**config.mk**
```make
export PLATFORM = sky130hd
export DESIGN_NAME = clh_ctrl
export DESIGN_NICKNAME = d
export VERILOG_FILES = /design/src/hdl/clh_pkg.sv /design/src/hdl/clh_ctrl.sv
export SDC_FILE = /design/constraint.sdc
export NUM_CORES = 1
export LEC_CHECK = 0
export BUFFER_PORTS_ARGS = -buffer_cell sky130_fd_sc_hd__buf_2
export CAP_MARGIN = 15
export CORE_AREA = 3 3 40 42
export CTS_CLUSTER_DIAMETER = 150
export DETAILED_ROUTE_END_ITERATION = 12
export DIE_AREA = 0 0 43 45
export PLACE_DENSITY_LB_ADDON = 0.2
export SYNTH_ARGS = -nofsm -noshare
export SYNTH_HDL_FRONTEND = slang
export SYNTH_SLANG_ARGS = --single-unit
export TNS_END_PERCENT = 5
```
**constraint.sdc**
```tcl
create_clock -name clk -period 2.11 [get_ports clk]
set_clock_uncertainty 0.05 [all_clocks]
set_input_delay 0.211 -clock clk [delete_from_list [all_inputs] [get_ports clk]]
set_output_delay 0.211 -clock clk [all_outputs]
set_load 0.03 [all_outputs]
```
**src/hdl/clh_pkg.sv**
```systemverilog
// ----------------------------------------------------------------------------
// clh_pkg
// Shared constants, codes and types of the command latency histogram core.
// ----------------------------------------------------------------------------
package clh_pkg;

	// sizing
	localparam int NUM_COMMANDS = 256;
	localparam int MAX_BOUNDS   = 7;
	localparam int NUM_BUCKETS  = MAX_BOUNDS + 1;
	localparam int CMD_AW       = $clog2(NUM_COMMANDS);

	// field widths
	localparam int CNT_W      = 64;
	localparam int LAT_W      = 32;
	localparam int ID_W       = 8;
	localparam int CODE_W     = 2;
	localparam int BSEL_W     = 3;
	localparam int NBND_W     = 3;
	localparam int CFG_IDX_W  = 3;
	localparam int CFG_DATA_W = 32;

	// memory rows: four per-command counters, and one row of bucket counters
	localparam int STATS_W = 4 * CNT_W;
	localparam int BKT_W   = NUM_BUCKETS * CNT_W;

	// event codes; the spare code behaves as a read
	localparam logic [CODE_W-1:0] CMD_CALL = 2'd0;
	localparam logic [CODE_W-1:0] CMD_LAT  = 2'd1;
	localparam logic [CODE_W-1:0] CMD_READ = 2'd2;

	// register indexes; bounds follow the first one
	localparam logic [CFG_IDX_W-1:0] REG_BOUNDS_IN_USE = 3'd0;
	localparam logic [CFG_IDX_W-1:0] REG_BOUND_0       = 3'd1;

	// controller to datapath
	typedef struct packed {
		logic load;    // input transaction taken, read rows
		logic commit;  // write back and load the result register
	} clh_ctl_t;

endpackage

```
**src/hdl/clh_ctrl.sv**
```systemverilog
// ----------------------------------------------------------------------------
// clh_ctrl
// Sequencer: takes one transaction, then commits it into the result register.
// ----------------------------------------------------------------------------
module clh_ctrl (
	input  logic              clk,
	input  logic              arst_n,
	input  logic              in_valid,
	output logic              in_ready,
	output logic              out_valid,
	input  logic              out_ready,
	output clh_pkg::clh_ctl_t ctl
);

	import clh_pkg::*;

	typedef enum logic [1:0] {
		ST_IDLE   = 2'b01,
		ST_UPDATE = 2'b10
	} state_t;

	state_t state_q, state_d;
	logic   out_valid_q;

	always_comb begin
		in_ready   = (state_q == ST_IDLE);
		ctl.load   = in_valid & in_ready;
		// hold in update until the result slot is free
		ctl.commit = (state_q == ST_UPDATE) & (~out_valid_q | out_ready);
	end

	always_comb begin
		state_d = state_q;
		unique case (state_q)
			ST_IDLE: begin
				if (ctl.load) state_d = ST_UPDATE;
			end
			ST_UPDATE: begin
				if (ctl.commit) state_d = ST_IDLE;
			end
			default: state_d = ST_IDLE;
		endcase
	end

	always_ff @(posedge clk or negedge arst_n) begin
		if (!arst_n) begin
			state_q     <= ST_IDLE;
			out_valid_q <= 1'b0;
		end else begin
			state_q <= state_d;
			if (ctl.commit) begin
				out_valid_q <= 1'b1;
			end else if (out_ready) begin
				out_valid_q <= 1'b0;
			end
		end
	end

	assign out_valid = out_valid_q;

`ifndef ASSERT_OFF
	a_state_onehot: assert property (@(posedge clk) disable iff (!arst_n)
		$onehot(state_q))
		else $error("clh_ctrl: state not one-hot");

	a_load_to_update: assert property (@(posedge clk) disable iff (!arst_n)
		ctl.load |=> (state_q == ST_UPDATE))
		else $error("clh_ctrl: accepted transaction did not move to update");

	a_commit_result: assert property (@(posedge clk) disable iff (!arst_n)
		ctl.commit |=> (out_valid_q && state_q == ST_IDLE))
		else $error("clh_ctrl: commit did not present a result");
`endif

endmodule

```
# Yosys cells after proc, flatten, opt, wreduce, memory -nomap -nowiden
# Cells that the tools add are included.
# totals
output_inout_bits	4
in_bits	4
wordCells	17
reg_bits	3
# op_classes
reduce_logical	2
bitwise	4
eq_ne	4
muxes	5
# op_table
operator	n
two-way mux 2 bit	2
case mux 2 bit (2 select lines)	1
AND 1 bit	2
== test 2 x 1 -> 1 bit (second input constant)	1
== test 2 bit (second input constant)	1
two-way mux 1 bit	2
inequality test 2 x 1 -> 1 bit (second input constant)	1
inequality test 2 bit (second input constant)	1
AND reduction 2 bit	1
nonzero test 2 bit	1
NOT 1 bit	1
bitwise OR 1 bit	1

# Depth between registers and ports, before layout
# depth
depth_word	5
ltp_mapped	2
ltp_nobuf	2

# Least setup slack after synthesis
# No wires, ideal clock.
# synth_timing
path_kind	flip-flop to output port
start	reg out_valid_q, in the netlist out_valid
end	out ctl[0] in the netlist's numbering
path_buffers	0
required_ns	1.849
arrival_time_ns	1.113
slack_ns	0.736
stages_incl_launch_ff	3
cell_sequence	dfrtp_1 nand2b_1 nor2b_1
# synth_lines
item	line	source
start: declaration	clh_ctrl.sv:23	logic out_valid_q;
start signal: assignment	clh_ctrl.sv:48	out_valid_q <= 1'b0;
start signal: assignment	clh_ctrl.sv:52	out_valid_q <= 1'b1;
start signal: assignment	clh_ctrl.sv:54	out_valid_q <= 1'b0;
end: declaration	clh_ctrl.sv:12	output clh_pkg::clh_ctl_t ctl

==> results.cfg <==
[detailed_routing]
wl_per_cell_um = 8.66
vias_per_cell = 3.18
first_pass_iters = 1
drtIter0Drc = 0
drc = 0
via_count = 121
postRouteAntennaNets = 0
wirelength_um = 329

[die]
die_y_um = 45
initial_core_util = 0.101
die_w_um = 43
ios = 8
dieArea_um2 = 1940
core_um2 = 1280
num_rows = 13

[outcome]
status = completed

[timing]
min_period_ns = 1.43
max_freq_ghz = 0.700
rsz0062_at_grt = no
post-route-period-util = 0.677
finalSetupViolations = 0
slew_viol_final = 0
tightestPinTransition_ns = 0.157
max_slew_margin = 0.895
fin_tns_setup_ns = 0
hold_violations = 0

[power]
p_leak_nw = 0.111
power.density_nw_per_um2 = 1000
irDropWorstVdd_mv = 0.186

[clocking]
clk_latency_ns = 0.23
root_buffer = clkbuf_4
clock_sinks = 3
cts_tree = done
cts_max_level = 1
clk_pin_slew_worst_paths_ns = 0.04
cts_buffers = 3
cts.path.max_buffers = 2

[critical_path]
cpMaxStageDelayCell = dfstp_2
end_kind = primary output
worst-path-max-fanout = 4
cp_cell_sequence = nand2b_1, nor2b_1, buf_2
r2r_start = state_q[0]$_DFFE_PN1P_
max_stage_delay_ns = 0.52
arrival_ns = 1.17
path_class = flip-flop to primary output
start_kind = flip-flop
critPathLaunch = state_q[0]$_DFFE_PN1P_
required_ns = 1.85

[run]
cap_violations = 0

[placement]
place.gp.congestion = 0.589
numPortBuffers = 7
dp_cells = 33

[synth]
synth_seq_cells = 3
synth-seq-area-share = 0.587
syn-num-nets = 15
syn_area_per_cell_um2 = 11.8
synth_cell_types = 8
syn_area_um2 = 130
syn_inst = 11
synth_warnings = 0

[grt]
grt_first_pass_wirelength_um = 510
grt_max_degree = 5
grt_overflow = 0
antenna_found_initial = 0
grt_pass1_vias = 134
grt_usage = 0.0450

[cells_and_area]
layout_commonest_cell = buf_2
diodes = 0
final_cell_count_no_fill = 38
final_cell_mix = buf_2, clkbuf_4, nand2b_1, nor2b_1, dfrtp_1
finish.utilization = 0.171
drive_above_1_share = 0.478
area_growth_pct = 69.2
fin_nets = 28

[worst_hold_path]
hold_start = in_valid
hold_path.class = primary input to flip-flop
## registers in the layout, summed over array words and instances (netlist names)
name	cells
out_valid	1
state_q	2
## critical path, delay by kind of cell, from the launching register on
family                 cells  cell delay (ns)
buffers and inverters      1             0.17
and+or+nand+nor            2             0.24
DFF                        1             0.52
## kinds of logic after synthesis
logic type | after synthesis | share of synthesized area
AND/OR/NAND/NOR | 6 | 0.288
flip-flops | 3 | 0.587
AO/OA/AOI/OAI | 2 | 0.125
## final timing paths
kind                                           to  slack (ns)  cells after the start
max                                        ctl[0]        0.68                      3
min                        state_q[0]$_DFFE_PN1P_        0.09                      2
max reg2reg                state_q[0]$_DFFE_PN1P_        1.09                      2
min reg2reg                 out_valid$_DFFE_PN0P_        0.49                      2
max in group asynchronous  state_q[0]$_DFFE_PN1P_        1.56                      2
min in group asynchronous   out_valid$_DFFE_PN0P_        0.26                      2
## Yosys cell counts (all sizes together)
cell type  n  area share
dfrtp      2        0.38
nand2b     2       0.096
nor2b      2       0.096
a2bb2oi    1       0.067
and3b      1       0.067
dfstp      1        0.20
nand2      1       0.029
o21bai     1       0.058
## power breakdown
| part | switching [mW] | total, mW | internal, mW |
|---|---|---|---|
| Combinational | 0.0317 | 0.0497 | 0.0180 |
| Sequential | 0.00363 | 0.0702 | 0.0666 |
| Clock | 0.0294 | 0.100 | 0.0709 |
| Total | 0.0647 | 0.220 | 0.155 |
## final cells by class
class | instances | area [um^2]
Multi-Input combinational cell | 8 | 53.8
Tap cell | 15 | 18.8
Fill cell | 155 | 1060
Timing Repair Buffer | 8 | 45.0
Clock buffer | 4 | 26.3
Sequential cell | 3 | 76.3
## timing repair
item	in CTS	in global routing
buffers inserted	0	0
endpoints found under the setup margin	0	0
resized for setup	0	0
hold endpoints to repair	3	0
hold buffers	1	0
## metrics by stage
stage | hold WS, ns | setup slack, ns | total power, mW | area, um^2
detailed placement | -0.0403 | 0.926 | 0.120 | 184
floorplan | -0.135 | 0.736 | 0.104 | 130
global route | 0.0823 | 0.632 | 0.237 | 220
global placement | -0.0411 | 0.941 | 0.119 | 184
CTS | 0.0747 | 0.664 | 0.229 | 220
finish | 0.0864 | 0.682 | 0.220 | 220
## routing by layer
metal | up-vias | global-route usage | part of all wire
met4 | 0 | 0.0723 | 0
met3 | 0 | 0.0359 | 0.046
met1 | 59 | 0.0169 | 0.26
met2 | 1 | 0.0778 | 0.70
met5 | - | 0 | 0
li1 | 61 | - | -
Power figures use the tool's default switching activity.
